**src/stc_pkg.sv**
```systemverilog
// shared types and constants for the smbios structure type counter
package stc_pkg;

	localparam int COUNT_WIDTH = 16;
	localparam logic [COUNT_WIDTH-1:0] COUNT_MAX = {COUNT_WIDTH{1'b1}};

	localparam int CFG_ADDR_WIDTH = 3;
	localparam logic REG_WANTED_TYPE = 1'b0;

	typedef struct packed {
		logic       valid;
		logic [7:0] data;
		logic       last;
	} item_t;

	typedef struct packed {
		logic                   valid;
		logic [COUNT_WIDTH-1:0] count;
		logic                   short_table;
	} result_t;

endpackage

```
**src/smbios_type_counter.sv**
```systemverilog
// top level: input register, structure walk, result register and config port
//
//  channel  | valid         | stall         | payload
//  ---------+---------------+---------------+-------------------------
//  bytes    | data_valid    | data_stall    | data_byte, last_byte
//  result   | result_valid  | result_stall  | type_count, short_table
//  config   | psel/penable  | (pready = 1)  | paddr, pwdata, prdata
//
// one byte a cycle while data_stall is low; the walk takes a byte from the
// input register and the result register is loaded at that same edge, so a
// count passes through the input register and the result register. reset
// clears the walk and wanted_type to zero. a last byte waits in the input
// register while an earlier result sits stalled; other bytes leave the input
// register regardless of result_stall.
module smbios_type_counter (
	input  logic                               clk,
	input  logic                               arst_n,
	input  logic                               data_valid,
	output logic                               data_stall,
	input  logic [7:0]                         data_byte,
	input  logic                               last_byte,
	output logic                               result_valid,
	input  logic                               result_stall,
	output logic [stc_pkg::COUNT_WIDTH-1:0]    type_count,
	output logic                               short_table,
	input  logic                               psel,
	input  logic                               penable,
	input  logic                               pwrite,
	input  logic [stc_pkg::CFG_ADDR_WIDTH-1:0] paddr,
	input  logic [31:0]                        pwdata,
	output logic [31:0]                        prdata,
	output logic                               pready
);
	import stc_pkg::*;

	logic                   valid_s1;
	logic [7:0]             data_s1;
	logic                   last_s1;
	logic                   out_blocked;
	logic                   consume;
	logic                   s1_free;
	logic                   accept;
	logic [7:0]             wanted_type;
	item_t                  item;
	result_t                res;
	logic                   result_valid_q;
	logic [COUNT_WIDTH-1:0] count_q;
	logic                   short_q;

	stc_cfg u_cfg (
		.clk         (clk),
		.arst_n      (arst_n),
		.psel        (psel),
		.penable     (penable),
		.pwrite      (pwrite),
		.paddr       (paddr),
		.pwdata      (pwdata),
		.prdata      (prdata),
		.pready      (pready),
		.wanted_type (wanted_type)
	);

	// a last byte only moves on once the result register can take it
	assign out_blocked = result_valid_q && result_stall;
	assign consume     = valid_s1 && !(last_s1 && out_blocked);
	assign s1_free     = !valid_s1 || consume;
	assign data_stall  = !s1_free;
	assign accept      = data_valid && !data_stall;

	always_ff @(posedge clk or negedge arst_n) begin
		if (!arst_n) begin
			valid_s1 <= 1'b0;
		end else if (s1_free) begin
			valid_s1 <= accept;
		end
	end

	always_ff @(posedge clk) begin
		if (accept) begin
			data_s1 <= data_byte;
			last_s1 <= last_byte;
		end
	end

	assign item.valid = consume;
	assign item.data  = data_s1;
	assign item.last  = last_s1;

	stc_walk u_walk (
		.clk         (clk),
		.arst_n      (arst_n),
		.wanted_type (wanted_type),
		.item        (item),
		.result      (res)
	);

	always_ff @(posedge clk or negedge arst_n) begin
		if (!arst_n) begin
			result_valid_q <= 1'b0;
		end else if (res.valid) begin
			result_valid_q <= 1'b1;
		end else if (!result_stall) begin
			result_valid_q <= 1'b0;
		end
	end

	always_ff @(posedge clk) begin
		if (res.valid) begin
			count_q <= res.count;
			short_q <= res.short_table;
		end
	end

	assign result_valid = result_valid_q;
	assign type_count   = count_q;
	assign short_table  = short_q;

endmodule

```
**src/stc_cfg.sv**
```systemverilog
// apb register block holding the wanted structure type
module stc_cfg (
	input  logic                               clk,
	input  logic                               arst_n,
	input  logic                               psel,
	input  logic                               penable,
	input  logic                               pwrite,
	input  logic [stc_pkg::CFG_ADDR_WIDTH-1:0] paddr,
	input  logic [31:0]                        pwdata,
	output logic [31:0]                        prdata,
	output logic                               pready,
	output logic [7:0]                         wanted_type
);
	import stc_pkg::*;

	logic [7:0] wanted_q;
	logic       reg_index;

	assign reg_index   = paddr[CFG_ADDR_WIDTH-1];
	assign pready      = 1'b1;
	assign wanted_type = wanted_q;

	always_ff @(posedge clk or negedge arst_n) begin
		if (!arst_n) begin
			wanted_q <= 8'd0;
		end else if (psel && penable && pwrite && pready && reg_index == REG_WANTED_TYPE) begin
			wanted_q <= pwdata[7:0];
		end
	end

	always_comb begin
		case (reg_index)
			REG_WANTED_TYPE: prdata = {24'd0, wanted_q};
			default:         prdata = 32'd0;
		endcase
	end

endmodule

```
**src/stc_walk.sv**
```systemverilog
// per-byte structure walk state and end-of-table result logic
module stc_walk (
	input  logic             clk,
	input  logic             arst_n,
	input  logic [7:0]       wanted_type,
	input  stc_pkg::item_t   item,
	output stc_pkg::result_t result
);
	import stc_pkg::*;

	localparam logic [1:0] PH_TYPE      = 2'd0;
	localparam logic [1:0] PH_LENGTH    = 2'd1;
	localparam logic [1:0] PH_FORMATTED = 2'd2;
	localparam logic [1:0] PH_STRINGS   = 2'd3;
	localparam logic [2:0] SEEN_MAX     = 3'd5;
	localparam logic [2:0] SEEN_MIN     = 3'd4;

	logic [1:0]             phase_q, phase_d;
	logic [7:0]             offset_q, offset_d;
	logic [7:0]             flen_q, flen_d;
	logic                   zrun_q, zrun_d;
	logic                   first_q, first_d;
	logic [COUNT_WIDTH-1:0] later_q, later_d;
	logic [2:0]             seen_q, seen_d;
	logic [7:0]             ftype_q, ftype_d;
	logic [COUNT_WIDTH-1:0] total;
	logic [7:0]             b;

	assign b = item.data;

	always_comb begin
		phase_d  = phase_q;
		offset_d = offset_q;
		flen_d   = flen_q;
		zrun_d   = zrun_q;
		first_d  = first_q;
		later_d  = later_q;
		ftype_d  = ftype_q;
		seen_d   = (seen_q < SEEN_MAX) ? seen_q + 3'd1 : seen_q;

		case (phase_q)
			PH_TYPE: begin
				ftype_d = b;
				if (seen_q == 3'd0) begin
					first_d = (b == wanted_type);
				end else if (b == wanted_type && later_q != COUNT_MAX) begin
					later_d = later_q + COUNT_WIDTH'(1);
				end
				phase_d = PH_LENGTH;
			end
			PH_LENGTH: begin
				flen_d = b;
				zrun_d = 1'b0;
				if (b == 8'd0) begin
					// zero length: type 0 restarts the scan at the type byte, any other type goes on to the strings
					if (ftype_q == 8'd0) begin
						phase_d = PH_TYPE;
					end else begin
						zrun_d  = 1'b1;
						phase_d = PH_STRINGS;
					end
				end else if (b <= 8'd2) begin
					phase_d = PH_STRINGS;
				end else begin
					offset_d = 8'd2;
					phase_d  = PH_FORMATTED;
				end
			end
			PH_FORMATTED: begin
				if ({1'b0, offset_q} + 9'd1 >= {1'b0, flen_q}) begin
					zrun_d  = 1'b0;
					phase_d = PH_STRINGS;
				end else begin
					offset_d = offset_q + 8'd1;
				end
			end
			default: begin
				if (b == 8'd0) begin
					if (zrun_q) begin
						zrun_d  = 1'b0;
						phase_d = PH_TYPE;
					end else begin
						zrun_d = 1'b1;
					end
				end else begin
					zrun_d = 1'b0;
				end
			end
		endcase
	end

	always_comb begin
		total = '0;
		if (seen_d > SEEN_MIN) begin
			total = (later_d == COUNT_MAX) ? later_d
				: later_d + COUNT_WIDTH'(first_d);
		end
		result.valid       = item.valid && item.last;
		result.count       = total;
		result.short_table = (seen_d < SEEN_MIN);
	end

	always_ff @(posedge clk or negedge arst_n) begin
		if (!arst_n) begin
			phase_q  <= PH_TYPE;
			offset_q <= 8'd0;
			flen_q   <= 8'd0;
			zrun_q   <= 1'b0;
			first_q  <= 1'b0;
			later_q  <= '0;
			seen_q   <= 3'd0;
			ftype_q  <= 8'd0;
		end else if (item.valid) begin
			if (item.last) begin
				phase_q  <= PH_TYPE;
				offset_q <= 8'd0;
				flen_q   <= 8'd0;
				zrun_q   <= 1'b0;
				first_q  <= 1'b0;
				later_q  <= '0;
				seen_q   <= 3'd0;
				ftype_q  <= 8'd0;
			end else begin
				phase_q  <= phase_d;
				offset_q <= offset_d;
				flen_q   <= flen_d;
				zrun_q   <= zrun_d;
				first_q  <= first_d;
				later_q  <= later_d;
				seen_q   <= seen_d;
				ftype_q  <= ftype_d;
			end
		end
	end

`ifndef SYNTHESIS
	a_clear_after_last: assert property (@(posedge clk) disable iff (!arst_n)
		item.valid && item.last |=> phase_q == PH_TYPE && seen_q == 3'd0)
		else $error("walk state not cleared after table end");
	a_seen_bound: assert property (@(posedge clk) disable iff (!arst_n)
		seen_q <= SEEN_MAX)
		else $error("byte counter ran past its saturation point");
	a_formatted_len: assert property (@(posedge clk) disable iff (!arst_n)
		phase_q == PH_FORMATTED |-> flen_q > 8'd2 && offset_q < flen_q)
		else $error("formatted section walk out of range");
	a_short_no_count: assert property (@(posedge clk) disable iff (!arst_n)
		result.valid && result.short_table |-> result.count == '0)
		else $error("short table reported a nonzero count");
`endif

endmodule
```
**config.mk**
```make
export PLATFORM = sky130hd
export DESIGN_NAME = smbios_type_counter
export DESIGN_NICKNAME = d
export VERILOG_FILES = /design/src/stc_pkg.sv /design/src/smbios_type_counter.sv /design/src/stc_cfg.sv /design/src/stc_walk.sv
export SDC_FILE = /design/constraint.sdc
export NUM_CORES = 1
export LEC_CHECK = 0
export ABC_AREA = 1
export BUFFER_PORTS_ARGS = -buffer_cell sky130_fd_sc_hd__buf_2
export CORE_MARGIN = 2
export CORE_UTILIZATION = 55
export CTS_CLUSTER_SIZE = 30
export DETAILED_ROUTE_END_ITERATION = 8
export PLACE_DENSITY = 0.8
export SLEW_MARGIN = 20
export SYNTH_ARGS = -nofsm -noshare
export SYNTH_HDL_FRONTEND = slang
export SYNTH_SLANG_ARGS = --single-unit
```
**constraint.sdc**
```tcl
create_clock -name clk -period 3.17 [get_ports clk]
set_input_delay 0.317 -clock clk [delete_from_list [all_inputs] [get_ports clk]]
set_output_delay 0.317 -clock clk [all_outputs]
set_load 0.005 [all_outputs]
```
After elaboration in Yosys (flattened, before gate mapping)

Index checks and enable logic that the tools add are counted.

Add/subtract/negate cells: 5
Magnitude comparators: 5
Eq/ne operators: 11
Multiplexer cells: 37
Bitwise logic cells: 1
Reduce and logical (&&, ||, !) cells: 27

Operators by type and width:

| kind                                                            | number |
|---|---|
| 2-to-1 mux 16 bit                                               | 5 |
| 2-to-1 mux 8 bit                                                | 9 |
| adder 16 x 1 -> 16 bit                                          | 1 |
| adder 16 x 1 -> 16 bit (second input constant)                  | 1 |
| == test 16 bit (second input constant)                          | 1 |
| logical NOT 8 bit                                               | 2 |
| != test 16 bit (second input constant)                          | 1 |
| case mux 8 bit (2 select lines)                                 | 1 |
| 2-to-1 mux 1 bit                                                | 12 |
| 2-to-1 mux 2 bit                                                | 6 |
| nonzero test 5 bit                                              | 2 |
| adder 8 x 1 -> 9 bit (second input constant)                    | 1 |
| greater-or-equal comparator 9 x 8 -> 1 bit                      | 1 |
| logical AND 1 bit                                               | 9 |
| != test 3 bit (second input constant)                           | 3 |
| adder 8 x 1 -> 8 bit (second input constant)                    | 1 |
| == test 8 bit                                                   | 1 |
| less-or-equal comparator 8 x 2 -> 1 bit (second input constant) | 1 |
| less-than comparator 3 bit (second input constant)              | 2 |
| 2-to-1 mux 3 bit                                                | 2 |
| case mux 2 bit (3 select lines)                                 | 1 |
| AND reduction 5 bit                                             | 1 |
| AND reduction 2 bit                                             | 2 |
| AND reduction 4 bit                                             | 1 |
| other kinds (16)                                                | 19 |

Bits in registers: 83
Input bits: 51
Output and inout bits: 52
Logic and storage cells: 101

Longest topological paths before layout

Depth in word-level cells: 7
Mapped depth: 20

Cells and area by module

A second synthesis with hierarchy kept.

Cell total of the unflattened synthesis: 703
Area, all modules: 5371.4 um2

Modules (own cells, without submodules):

| module              | instances | cells an instance | area an instance (um2) |
|---|---|---|---|
| stc_walk            | 1         | 585               | 3876.2 |
| smbios_type_counter | 1         | 37                | 885.8 |
| stc_cfg             | 1         | 81                | 609.3 |

Least setup slack after synthesis

No wires, ideal clock.

Path kind: flip-flop to flip-flop
Start: register u_walk.later_q[0]
End: register count_q[14], in the netlist type_count[14] (data pin)
Setup time: 0.250 ns
Arrival time: 2.218 ns
Setup slack: 0.702 ns
Cell stages (with the launch flop): 20
Path buffers: 1
Clock period less this slack: 2.468 ns
Cells stage by stage: dfrtp_1 ha_1 nand2_1 nor2_4 nand2_1 inv_2 nand2_2 buf_6 nand4_1 nand2_1 inv_1 ha_1 ha_1 nand3_2 nor2_2 nand2_1 nand2_1 nand3_2 nand2_1 inv_1

Cells in the longest elaborated chain, start to end: 7
Elaborated cells between the ends (all ways): 9
Classes of those cells: add/sub: 2; eq/ne: 2; mux: 4; reduce/logical: 1

Ends and longest elaborated chain:

| what                                                                           | RTL line                       | RTL |
|---|---|---|
| start: declaration                                                             | stc_walk.sv:23                 | `logic [COUNT_WIDTH-1:0] later_q, later_d;` |
| start signal: assignment                                                       | stc_walk.sv:129                | `later_q <= later_d;` |
| parallel branches: the longest is 4 deep, another holds adder 16 x 1 -> 16 bit | --                             |  |
| 2-to-1 mux 16 bit *                                                            | stc_walk.sv:41                 | `case (phase_q)` |
| adder 16 x 1 -> 16 bit or == test 16 bit (tied branches)                       | stc_walk.sv:96, stc_walk.sv:95 |  |
| 2-to-1 mux 16 bit *                                                            | stc_walk.sv:95                 | `total = (later_d == COUNT_MAX) ? later_d` |
| end signal: assignment                                                         | smbios_type_counter.sv:109     | `count_q <= res.count;` |
| end: declaration                                                               | smbios_type_counter.sv:47      | `logic [COUNT_WIDTH-1:0] count_q;` |

Every way passes the cells marked *.
A chain may end at the register's enable or synchronous reset.

Final worst setup path

Start: register u_walk.seen_q[0]
End: register count_q[11], in the netlist type_count[11] (data pin)

Cells in the longest elaborated chain, start to end: 5
Elaborated cells between the ends (all ways): 12
Classes of those cells: add/sub: 2; order compare: 2; eq/ne: 1; mux: 6; reduce/logical: 1

Ends and longest elaborated chain:

| what                                                     | RTL line                       | RTL |
|---|---|---|
| start: declaration                                       | stc_walk.sv:24                 | `logic [2:0] seen_q, seen_d;` |
| start signal: assignment                                 | stc_walk.sv:130                | `seen_q <= seen_d;` |
| logical NOT 3 bit                                        | stc_walk.sv:44                 | `if (seen_q == 3'd0) begin` |
| 2-to-1 mux 16 bit or 2-to-1 mux 1 bit (tied branches)    | stc_walk.sv:44                 |  |
| 2-to-1 mux 16 bit or 2-to-1 mux 1 bit (tied branches)    | stc_walk.sv:41                 |  |
| adder 16 x 1 -> 16 bit or == test 16 bit (tied branches) | stc_walk.sv:96, stc_walk.sv:95 |  |
| 2-to-1 mux 16 bit                                        | stc_walk.sv:95                 |  |

Parallel ways exist; a longest one is shown, timed or not.

==> impl_metrics.tcl <==
set metrics [dict create \
    status "finished, violations left" \
    violations "negative hold slack" \
    vias_per_cell 5.19 \
    synth.most_common_cell "nand2_1" \
    cts_tree "done" \
    setup_slack_ns 0.303 \
    clock-root-buffer "clkbuf_8" \
    period_minus_slack_ns 2.87 \
    p_leak_nw 2.86 \
    numCtsBuffers 9 \
    max_slew_margin_pct 46.6 \
    htreeDepth 3 \
    synth.avg_cell_area_um2 7.60 \
    drv_slew 0 \
    synth_top_area_cell "dfrtp_1" \
    row_count 35 \
    place_congestion 0.926 \
    clk_pin_slew_ns 0.09 \
    grt_pass1_vias 4424 \
    dieArea_mm2 0.0103 \
    core_mm2 0.00924 \
    drt_iter0_markers 312 \
    cp_slowest_stage_delay_ns 0.39 \
    postCtsHoldBufs 0 \
    hold-worst-slack_ns -0.0268 \
    place_area_mm2 0.00557 \
    final_area_mm2 0.00581 \
    drive_gt1_share_pct 16.8 \
    finalHoldViolations 45 \
    maxCapViolations 0 \
    groute.usage.overall_pct 25.0 \
    grt_max_degree 47 \
    area_delta_synth_final_pct 10.8 \
    vias 4591 \
    netlist_instances 690 \
    port_buffers 51 \
    worstPathArrival_ns 2.98 \
    cp_max_fo 10 \
    crit_path_cell_trace "inv_1 -> ha_1 -> nand2_1 -> inv_1 -> nor2_8 -> nand3_1 -> nand2_1 -> nand2_1 -> inv_1 -> ha_1 -> inv_1 -> nor2_1 -> nand2_1 -> inv_1 -> nand3_1 -> nand2_1 -> nand3_1 -> nand2_1 -> inv_1" \
    worst_slew_pin_slew_ns 0.801 \
    end_kind "flip-flop" \
    synth_area_mm2 0.00525 \
    cp_slowest_cell "dfrtp_1" \
    drt_first_pass_iters 7 \
    seq_area_mm2 0.00221 \
    reg2reg_depth 19 \
    synth.area.top_cells "dfrtp_1, edfxtp_1, nand2_1" \
    num_io_pins 103 \
    die_h_um 102 \
    ir_drop_uv 420 \
    setup_viol 0 \
    overflow 0 \
    routed_wirelength_um 11800 \
    pre_cts_slack_ns 0.274 \
    fmax_mhz 349 \
    synth_top_area_share_pct 27.2 \
    ys_seq_area_share_pct 42.1 \
    fillers 819 \
    synth_seq_cells 83 \
    synth_warnings 0 \
    synth_edf_count 26 \
    multi_input_area_mm2 0.00246 \
    clock-sinks 83 \
    grt_pass1_wl_um 20500 \
    insertedDiodeCount 0 \
    drc 0 \
    drtAntennaViolNets 0 \
    clock_latency_ns 0.35 \
    hp-class "input pin to async pin" \
    ys.flop_type "dfrtp_1" \
    crit_required_ns 3.29 \
    start_util_pct 56.8 \
    critPathKind "flip-flop to flip-flop" \
    cts_buffer_depth 2 \
    die_w_um 102 \
    final_nets 815 \
    wl_per_cell_um 13.4 \
    p_per_area_mw_per_mm2 482 \
    fin_crit_sh_pct 90.4 \
    skew_ns 0.00871 \
    synthArstFlopShare_pct 68.7 \
    antenna_found_initial 0 \
    synthTopCellsByCount "nand2_1, inv_1, nor2_1, dfrtp_1, nand3_1" \
    synthDistinctLibCells 38 \
    dp_hpwl_um 9110 \
    timing.critical_path.from_type "flip-flop" \
]
[worst max-delay path, delay by kind of cell, from the launching register on]
| family | cells | cell delay (ns) |
|---|---|---|
| adders and majority gates | 2 | 0.38 |
| DFF | 1 | 0.39 |
| buffers and inverters | 6 | 0.54 |
| and+or+nand+nor | 11 | 1.31 |
[where the power goes]
part	internal (W)	switching, W	leakage (nW)	total (W)
combinational	0.000236	0.000434	1.76	0.000670
sequential	0.00122	0.0000833	0.995	0.00131
clock	0.000418	0.000407	0.108	0.000825
total	0.00188	0.000925	2.86	0.00280
[routing by layer]
metal  vias to the layer above  global-route usage [%]  part of all wire [%]  wire [µm]
met4                         0                    6.76                   1.3        157
met5                         -                       0                     0          0
met3                        15                    4.07                   5.1        599
met1                      2111                    32.6                    44       5160
li1                       2298                       -                     -          -
met2                       167                    43.2                    50       5910
[layout by cell type, fill, tap and decap left out, drive strengths merged, types with 6 or more instances in the layout]
master | synthesis | routed
nand3 | 39 | 39
nand4 | 23 | 23
inv | 111 | 113
dfrtp | 57 | 57
o22ai | 19 | 19
o21ai | 28 | 28
nor2 | 95 | 95
clkbuf | 7 | 10
buf | 29 | 62
conb | 2 | 25
nor3 | 7 | 7
a31oi | 7 | 7
nand2 | 176 | 176
edfxtp | 26 | 26
a21oi | 17 | 17
mux2 | 8 | 8
xor2 | 6 | 6
ha | 14 | 14
[metrics by stage]
step	std cells	TNS (ns)	hold slack (ns)	util [%]	power, W
finish	884	0	-0.0268	62.9	0.00280
global route	884	-0.00331	0.0159	62.9	0.00298
CTS	884	0	0.134	62.7	0.00281
detailed placement	868	0	0.490	60.3	0.00199
global placement	868	0	0.488	60.3	0.00194
floorplan	713	0	0.0214	-	0.00180
[logic make-up (layout without fill, tap and decap cells)]
kind of cell	count (synthesis)	count (layout)	share of synthesized area, %
and+or+nand+nor	346	346	29.6
DFF	83	83	42.1
xor gates and xnor gates	8	8	1.34
muxes	8	8	1.72
AOI/OAI and AO/OA	80	80	8.73
adders and majority gates	14	14	3.34
other	2	25	0.143
buffers and inverters	149	191	13.0
[state kept, by name, indices dropped and copies added (netlist names)]
| name | count |
|---|---|
| u_walk.phase_q | 2 |
| result_valid | 1 |
| short_table | 1 |
| u_walk.first_q | 1 |
| type_count | 16 |
| u_walk.seen_q | 3 |
| valid_s1 | 1 |
| last_s1 | 1 |
| u_walk.flen_q | 8 |
| u_walk.later_q | 16 |
| data_s1 | 8 |
| u_walk.offset_q | 8 |
| u_walk.zrun_q | 1 |
| u_walk.ftype_q | 8 |
| u_cfg.wanted_type | 8 |
[worst paths after layout]
check,slack [ns],end,startpoint
worst max-delay path,0.30,type_count[11]$_SDFFCE_PP0P_,u_walk.seen_q[0]$_DFFE_PN0P_
worst min-delay path,-0.03,u_walk.later_q[14]$_DFFE_PN0P_,arst_n
worst max register to register,0.30,type_count[11]$_SDFFCE_PP0P_,u_walk.seen_q[0]$_DFFE_PN0P_
worst min register to register,0.51,u_walk.first_q$_DFFE_PN0P_,u_walk.first_q$_DFFE_PN0P_
max in group asynchronous,2.58,u_walk.later_q[2]$_DFFE_PN0P_,arst_n
min in group clk,0.14,last_s1$_DFFE_PP_,last_byte
[what timing repair did]
action | in CTS | in global routing
setup buffers | 0 | 0
resized for setup | 0 | 4
endpoints found under the setup margin | 0 | 5
[final cells by class]
cell class                 instances  area share (%)
sequential                        83            38.0
tap                              129            2.78
timing repair buffer              62            5.86
clock buffer                      10            2.56
inverter                         113            7.30
multi-input combinational        481            42.3
clock inverter                     6            1.18
Note: power is estimated with default switching activity, not from simulation.
